<file path="config.mk">
export PLATFORM = sky130hd
export DESIGN_NAME = sha256_message_hasher
export DESIGN_NICKNAME = d
export VERILOG_FILES = /design/src/hw/rtl/sha_pkg.sv /design/src/hw/rtl/sha256_message_hasher.sv
export SDC_FILE = /design/constraint.sdc
export NUM_CORES = 2
export LEC_CHECK = 0
export ABC_AREA = 1
export BUFFER_PORTS_ARGS = -buffer_cell sky130_fd_sc_hd__buf_2
export CAP_MARGIN = 20
export CORE_UTILIZATION = 51
export CTS_BUF_LIST = sky130_fd_sc_hd__clkbuf_4 sky130_fd_sc_hd__clkbuf_8
export CTS_CLUSTER_DIAMETER = 30
export DETAILED_ROUTE_END_ITERATION = 8
export HOLD_SLACK_MARGIN = 0.03
export PLACE_DENSITY = 0.67
export SYNTH_ARGS = -nofsm -noshare
export SYNTH_HDL_FRONTEND = slang
export SYNTH_SLANG_ARGS = --single-unit
</file>
<file path="constraint.sdc">
create_clock -name clk_i -period 17.05 [get_ports clk_i]
set_input_delay 5.115 -clock clk_i [delete_from_list [all_inputs] [get_ports clk_i]]
set_output_delay 5.115 -clock clk_i [all_outputs]
set_load 0.03 [all_outputs]
</file>
<file path="src/hw/rtl/sha_pkg.sv">
`default_nettype none
package sha_pkg;

  localparam int unsigned WordW    = 32;
  localparam int unsigned Rounds   = 64;
  localparam int unsigned BlockLen = 16;

  typedef enum logic [2:0] {
    StIdle,
    StLoad,
    StRound,
    StFinish,
    StPad,
    StEmit
  } state_e;

  localparam logic [WordW-1:0] PadWord = 32'h8000_0000;

  function automatic logic [WordW-1:0] hash_init(input logic [2:0] idx);
    logic [WordW-1:0] v;
    case (idx)
      3'd0: v = 32'h6a09e667;
      3'd1: v = 32'hbb67ae85;
      3'd2: v = 32'h3c6ef372;
      3'd3: v = 32'ha54ff53a;
      3'd4: v = 32'h510e527f;
      3'd5: v = 32'h9b05688c;
      3'd6: v = 32'h1f83d9ab;
      default: v = 32'h5be0cd19;
    endcase
    return v;
  endfunction

  function automatic logic [WordW-1:0] round_k(input logic [5:0] idx);
    logic [WordW-1:0] k [64];
    k = '{
      32'h428a2f98, 32'h71374491, 32'hb5c0fbcf, 32'he9b5dba5,
      32'h3956c25b, 32'h59f111f1, 32'h923f82a4, 32'hab1c5ed5,
      32'hd807aa98, 32'h12835b01, 32'h243185be, 32'h550c7dc3,
      32'h72be5d74, 32'h80deb1fe, 32'h9bdc06a7, 32'hc19bf174,
      32'he49b69c1, 32'hefbe4786, 32'h0fc19dc6, 32'h240ca1cc,
      32'h2de92c6f, 32'h4a7484aa, 32'h5cb0a9dc, 32'h76f988da,
      32'h983e5152, 32'ha831c66d, 32'hb00327c8, 32'hbf597fc7,
      32'hc6e00bf3, 32'hd5a79147, 32'h06ca6351, 32'h14292967,
      32'h27b70a85, 32'h2e1b2138, 32'h4d2c6dfc, 32'h53380d13,
      32'h650a7354, 32'h766a0abb, 32'h81c2c92e, 32'h92722c85,
      32'ha2bfe8a1, 32'ha81a664b, 32'hc24b8b70, 32'hc76c51a3,
      32'hd192e819, 32'hd6990624, 32'hf40e3585, 32'h106aa070,
      32'h19a4c116, 32'h1e376c08, 32'h2748774c, 32'h34b0bcb5,
      32'h391c0cb3, 32'h4ed8aa4a, 32'h5b9cca4f, 32'h682e6ff3,
      32'h748f82ee, 32'h78a5636f, 32'h84c87814, 32'h8cc70208,
      32'h90befffa, 32'ha4506ceb, 32'hbef9a3f7, 32'hc67178f2
    };
    return k[idx];
  endfunction

endpackage
`default_nettype wire

</file>
<file path="src/hw/rtl/sha256_message_hasher.sv">
`default_nettype none
// Channel   Dir  Word contents
// s_axis    in   tdata: message_word[31:0], byte_count[34:32], pad to 40 bits;
//                tlast: message_end
// m_axis    out  tdata: digest_word[31:0], word_index[34:32], pad to 40 bits;
//                tlast: digest_last
// A word that does not fill a block is written into the block memory.
// A word that fills a block adds a load step, 64 rounds and an add step,
// one round a cycle through the schedule memory.
// A final word adds padding writes (up to 17), one or two compressions and 8
// output words. Reset restores the initial hash value; the output register
// holds a digest word while m_axis_tready is low, and no input is taken then.
module sha256_message_hasher (
  input  wire logic        clk_i,
  input  wire logic        rst_ni,
  input  wire logic        s_axis_tvalid,
  output logic             s_axis_tready,
  input  wire logic [39:0] s_axis_tdata,   // message_word, byte_count
  input  wire logic        s_axis_tlast,   // message_end
  output logic             m_axis_tvalid,
  input  wire logic        m_axis_tready,
  output logic [39:0]      m_axis_tdata,   // digest_word, word_index
  output logic             m_axis_tlast    // digest_last
);
  import sha_pkg::*;

  // Schedule memory: 16-entry sliding window, one write and reads at
  // four addresses per round are served from a shift line of registered words.
  logic [WordW-1:0] w_q [BlockLen];
  logic [WordW-1:0] cv_q [8];
  logic [WordW-1:0] v_q [8];
  state_e           state_q, state_d;
  logic [3:0]       fill_q;
  logic [63:0]      len_q;
  logic [5:0]       rnd_q;
  logic [1:0]       cnt_q;
  logic             last_blk_q;   // compression in progress is the final one
  logic             extra_q;      // one more block (padding and length) must follow
  logic [WordW-1:0] out_q;
  logic [2:0]       oidx_q;

  logic             take;
  logic [WordW-1:0] in_word, pad_w, s0, s1, wnew, t1, t2;
  logic [WordW-1:0] e, a, big0, big1, ch, mj;
  logic [2:0]       cnt_in;
  logic [2:0]       cnt_eff;
  logic [63:0]      len_new;
  logic [4:0]       fin_fill;
  logic             fin_full;
  logic             fin_carry;

  assign in_word = s_axis_tdata[31:0];
  assign cnt_in  = s_axis_tdata[34:32];
  assign cnt_eff = (!s_axis_tlast || cnt_in > 3'd4) ? 3'd4 : cnt_in;
  assign len_new = len_q + {61'd0, cnt_eff};
  assign take    = s_axis_tvalid && s_axis_tready;

  // Fill after a final word; a full word on a final takes two entries.
  assign fin_fill  = {1'b0, fill_q} + ((cnt_eff == 3'd4) ? 5'd2 : 5'd1);
  assign fin_full  = fin_fill[4];
  assign fin_carry = (fin_fill == 5'd17);

  always_comb begin
    case (cnt_eff)
      3'd0: pad_w = PadWord;
      3'd1: pad_w = {in_word[31:24], 24'h800000};
      3'd2: pad_w = {in_word[31:16], 16'h8000};
      3'd3: pad_w = {in_word[31:8], 8'h80};
      default: pad_w = in_word;
    endcase
  end

  // Round logic: w_q[0] is the schedule word of this round.
  assign s0   = {w_q[1][6:0], w_q[1][31:7]} ^ {w_q[1][17:0], w_q[1][31:18]} ^
                (w_q[1] >> 3);
  assign s1   = {w_q[14][16:0], w_q[14][31:17]} ^ {w_q[14][18:0], w_q[14][31:19]} ^
                (w_q[14] >> 10);
  assign wnew = w_q[0] + w_q[9] + s0 + s1;
  assign e    = v_q[4];
  assign a    = v_q[0];
  assign big1 = {e[5:0], e[31:6]} ^ {e[10:0], e[31:11]} ^ {e[24:0], e[31:25]};
  assign ch   = (e & v_q[5]) ^ (~e & v_q[6]);
  assign t1   = v_q[7] + big1 + ch + round_k(rnd_q) + w_q[0];
  assign big0 = {a[1:0], a[31:2]} ^ {a[12:0], a[31:13]} ^ {a[21:0], a[31:22]};
  assign mj   = (a & v_q[1]) ^ (a & v_q[2]) ^ (v_q[1] & v_q[2]);
  assign t2   = big0 + mj;

  assign s_axis_tready = (state_q == StIdle);
  assign m_axis_tvalid = (state_q == StEmit);
  assign m_axis_tdata  = {5'd0, oidx_q, out_q};
  assign m_axis_tlast  = (oidx_q == 3'd7);

  always_ff @(posedge clk_i or negedge rst_ni) begin
    if (!rst_ni) begin
      state_q <= StIdle;
    end else begin
      state_q <= state_d;
    end
  end

  always_comb begin
    state_d = state_q;
    case (state_q)
      StIdle: begin
        if (take) begin
          if (s_axis_tlast && !fin_full) state_d = StPad;
          else if (s_axis_tlast || fill_q == 4'd15) state_d = StLoad;
        end
      end
      StLoad:   state_d = StRound;
      StRound:  if (rnd_q == 6'(Rounds - 1)) state_d = StFinish;
      StFinish: begin
        if (last_blk_q) state_d = StEmit;
        else if (extra_q) state_d = StPad;
        else state_d = StIdle;
      end
      StPad: if (fill_q == 4'd15) state_d = StLoad;
      StEmit: if (m_axis_tready && oidx_q == 3'd7) state_d = StIdle;
      default: state_d = StIdle;
    endcase
  end

  // Message window shifts toward index 0; writes enter at the fill position.
  always_ff @(posedge clk_i) begin
    if (state_q == StRound) begin
      for (int i = 0; i < BlockLen - 1; i++) w_q[i] <= w_q[i+1];
      w_q[BlockLen-1] <= wnew;
    end else if (state_q == StIdle && take) begin
      if (s_axis_tlast && cnt_eff != 3'd4) w_q[fill_q] <= pad_w;
      else w_q[fill_q] <= in_word;
      if (s_axis_tlast && cnt_eff == 3'd4 && fill_q != 4'd15)
        w_q[fill_q + 4'd1] <= PadWord;
    end else if (state_q == StPad) begin
      if (fill_q == 4'd14 && !cnt_q[0]) w_q[fill_q] <= len_q[60:29];
      else if (fill_q == 4'd15 && !cnt_q[0]) w_q[fill_q] <= {len_q[28:0], 3'b000};
      else if (cnt_q[1] && fill_q == 4'd0) w_q[fill_q] <= PadWord;
      else w_q[fill_q] <= '0;
    end
  end

  always_ff @(posedge clk_i or negedge rst_ni) begin
    if (!rst_ni) begin
      fill_q     <= '0;
      len_q      <= '0;
      rnd_q      <= '0;
      cnt_q      <= '0;
      last_blk_q <= 1'b0;
      extra_q    <= 1'b0;
      oidx_q     <= '0;
      for (int i = 0; i < 8; i++) cv_q[i] <= hash_init(3'(i));
    end else begin
      case (state_q)
        StIdle: begin
          if (take) begin
            len_q <= len_new;
            if (!s_axis_tlast) begin
              fill_q <= fill_q + 4'd1;
            end else begin
              // cnt_q[0]: length words go into a following block.
              // cnt_q[1]: the pad word goes at index 0 of the following block.
              if (fin_full) begin
                // The final word completes the block, which is compressed first.
                fill_q  <= 4'd0;
                cnt_q   <= {fin_carry, 1'b1};
                extra_q <= 1'b1;
              end else begin
                fill_q  <= fin_fill[3:0];
                cnt_q   <= {1'b0, fin_fill[3:0] == 4'd15};
                extra_q <= (fin_fill[3:0] == 4'd15);
              end
              last_blk_q <= 1'b0;
            end
          end
        end
        StPad: begin
          fill_q <= fill_q + 4'd1;
          if (fill_q == 4'd15 && !cnt_q[0]) last_blk_q <= 1'b1;
        end
        StLoad: begin
          rnd_q <= '0;
          for (int i = 0; i < 8; i++) v_q[i] <= cv_q[i];
        end
        StRound: begin
          v_q[7] <= v_q[6]; v_q[6] <= v_q[5]; v_q[5] <= e; v_q[4] <= v_q[3] + t1;
          v_q[3] <= v_q[2]; v_q[2] <= v_q[1]; v_q[1] <= a; v_q[0] <= t1 + t2;
          rnd_q <= rnd_q + 6'd1;
        end
        StFinish: begin
          for (int i = 0; i < 8; i++) cv_q[i] <= cv_q[i] + v_q[i];
          if (extra_q && !last_blk_q) begin
            extra_q <= 1'b0;
            cnt_q   <= {cnt_q[1], 1'b0};
          end
          if (last_blk_q) begin
            out_q  <= cv_q[0] + v_q[0];
            oidx_q <= '0;
          end
        end
        StEmit: begin
          if (m_axis_tready) begin
            oidx_q <= oidx_q + 3'd1;
            out_q  <= cv_q[oidx_q + 3'd1];
            if (oidx_q == 3'd7) begin
              for (int i = 0; i < 8; i++) cv_q[i] <= hash_init(3'(i));
              len_q      <= '0;
              fill_q     <= '0;
              last_blk_q <= 1'b0;
              cnt_q      <= '0;
            end
          end
        end
        default: ;
      endcase
    end
  end

  // A full block goes to StLoad directly; the pad path reaches it
  // via StPad when the last index has been written.
endmodule
`default_nettype wire

</file>
==> summary.md <==
| Metric | Value |
|---|---|
| Clock sink count | `between 1000 and 1500` |
| Startpoint class of the critical path | `flip-flop` |
| Antenna-violating nets left | `0` |
| Via count | `86600` |
| Largest net degree at the start of global routing | `~140` |
| CTS-repair resized insts | `0` |
| Hold-fix buffers, CTS | `0` |
| Fillers | `approximately 15000` |
| Met2 usage | `between 60% and 70%` |
| Clock root cell | `clkbuf_8` |
| Area growth syn-to-layout | `11.6%` |
| Final Hold Fails | `0` |
| Rel. slew slack | `roughly a tenth` |
| Final Cycle Share | `64.0%` |
| DRC errors left | `1` |
| Yosys top cell area share | `approximately an eighth` |
| Routed wire length | `~380000 um` |
| Crit-path most repeated cell | `nand2_1` |
| Status | `finished, violations left` |
| First-pass DRT Iterations | `9` |
| Synthesis-stage register bit count | `around 1100` |
| Clock skew | `between 0.08 and 0.09 ns` |
| Final setup TNS | `0 ns` |
| Routed len/inst | `around 27 um` |
| Async SR Flop Fraction | `between 20% and 30%` |
| Reg clk slew, reported paths | `about 0.06 ns` |
| Number of I/O pins | `88` |
| Failing checks | `DRC` |
| Setup violators final | `0` |
| Chip height | `~410 um` |
| Fin Hold WS | `approximately 0.43 ns` |
| Initial antenna violation count | `19` |
| Via-to-Cell Ratio | `slightly above 6` |
| Max Slew Vio Count | `0` |
| Most common cell after layout, fill and taps aside | `nand2_1` |
| Post-layout min period | `roughly 11 ns` |
| Area of the multi-input gates | `between 40000 and 50000 um2` |
| Area leader, netlist | `nand2_1` |
| Fin area | `between 90000 and 100000 um2` |
| EDFF count, synth | `approximately 290` |
| CP Class | `flip-flop to flip-flop` |
| Total gr overflow | `0` |
| Vias in the first global route | `just over 80000` |
| GRT met1 Usage | `a little under three fifths` |
| RSZ-0062 raised after global routing | `false` |
| Worst endpoint data arrival time | `approximately 12 ns` |
| GR peak layer | `met2` |
| Critical Path Sink Type | `flip-flop` |
| Placed cell area | `roughly 85000 um2` |
| Mapped Cells | `11500` |
| Worst-Skew Late Latency | `approximately 1.1 ns` |
| Iteration-0 DRC Markers | `~12000` |
| Total CTS buffers | `between 300 and 400` |
| Core area | `161000 um2` |
| Synth warn | `0` |
| Routability cong. | `about 1.0` |
| Starting density of the core | `between 50% and 60%` |
| Commonest non-fill, non-tap cells in the layout | `nand2_1 (2773), inv_1 (1433), nor2_1 (892)` |
| Row count | `about 150` |
| Port Buffers | `slightly below 80` |
| Total setup buffers inserted after CTS | `0` |
| CP Data Required Time | `17.88 ns` |
| Fmax achieved | `between 90 and 100 MHz` |
| Top_reg_cell synth | `dfxtp_1` |
| Sequential cell area | `approximately 28000 um2` |
| Worst slew pin tran | `1.34 ns` |
| DIE WIDTH | `~410 um` |
| First-pass GRT wire length | `about 540000 um` |
| CP max stage delay | `around 0.90 ns` |
| TritonCTS clock tree | `yes` |
| Area contributors post-synth | `nand2_1 (13%), dfxtp_1 (12%), edfxtp_1 (10%)` |
| Die area | `approximately 160000 um2` |
| Nets | `approximately 12000` |
| Yosys cell types | `74` |
| Met3 Usage GRT | `12.1%` |
| Total track usage | `a little under half` |
| Critical Path Fanout Max | `12` |
| Syn Area/Cell | `about 7.2 um2` |
| Hold WC Path Type | `flip-flop to flip-flop` |
| Htree depth | `5` |
| Mapped Area | `just over 80000 um2` |
| Max-Cap Viols | `0` |
| Crit-path slowest cell | `a31oi_1` |
| Clk buf depth | `4` |
| Post-synthesis sequential area ratio | `between 30% and 40%` |
| Dpl hpwl | `about 290000 um` |
| Layout cells sized above 1 | `9.70%` |
## cells in the mapped netlist (98+ instances only)
cell,instances
nand2_1,2774
buf_2,98
fa_1,197
nand3_1,440
a31oi_1,274
nor3_1,121
nor2_1,914
dfrtp_1,201
dfstp_2,136
a21oi_1,784
ha_1,403
o22ai_1,167
edfxtp_1,288
xnor2_1,191
o21ai_0,891
xor2_1,246
nand4_1,115
a221oi_1,98
dfxtp_1,512
inv_1,1436
clkbuf_1,383
## worst paths after layout
path	startpoint	end	slack, ns	depth (start not counted)
hold / removal	w_q[15][27]	w_q[14][27]	0.43	2
setup / recovery	rnd_q[1]	v_q[0][26]	6.13	35
setup reg to reg	rnd_q[1]	v_q[0][26]	6.13	35
max in group asynchronous	rst_ni	len_q[2]	11.13	3
min in group asynchronous	rst_ni	cv_q[218]	3.90	1
hold reg to reg	w_q[15][27]	w_q[14][27]	0.43	2
## state kept, by name (all words and copies together), names as in the netlist
signal and count:
v_q 256, len_q 61, state_q 3, extra_q 1, w_q 512, fill_q 4, last_blk_q 1, cnt_q 2
rnd_q 6, oidx_q 3, out_q 32, cv_q 256
## per-stage QoR
stage                     setup slack [ns]  std cells  util, %
after floorplan                      0.446      11500        -
after global placement                6.51      13300     52.8
after detailed placement              6.70      13300     52.8
after CTS                             6.61      13900     57.5
after global routing                  6.14      13900     57.5
final                                 6.13      13900     57.6
## routing by layer
metal	wire length (um)	share of wire [%]	up-vias
li1	-	-	38400
met2	157000	41	5826
met3	45600	12	1377
met5	22	0.0058	-
met1	143000	37	41000
met4	35600	9.3	4
## layout make-up
type | instances | area share, %
Timing Repair Buffer | 205 | 1.54
Clock buffer | 420 | 5.83
Inverter | 1483 | 6.02
Antenna cell | 17 | 0.0458
Sequential cell | 1137 | 29.6
Multi-Input combinational cell | 8355 | 51.7
Tap cell | 2160 | 2.91
Clock inverter | 148 | 2.27
## critical path: cells and delay by family, from the launching register on
kind / cells / cell delay (ns)
buffers and inverters: 5 / 0.94
xor gates and xnor gates: 1 / 0.74
and+or+nand+nor: 14 / 2.48
AOI/OAI and AO/OA: 8 / 2.42
adders and majority gates: 7 / 3.41
DFF: 1 / 0.63
## logic make-up (layout without fill, tap and decap cells)
logic type | Yosys count | count (layout) | synth area share [%]
simple gates | 4554 | 4554 | 22.5
compound gates | 2736 | 2736 | 19.3
buf+inv | 2010 | 2256 | 9.35
flops | 1137 | 1137 | 33.1
fa+ha+maj | 603 | 603 | 10.8
xor+xnor | 437 | 437 | 4.60
mux | 20 | 20 | 0.256
other cells | 1 | 22 | 0.00451
Power is left out: the tool's default activity adds up to more than one toggle a clock period on the data nets, which glitch-free logic cannot reach.
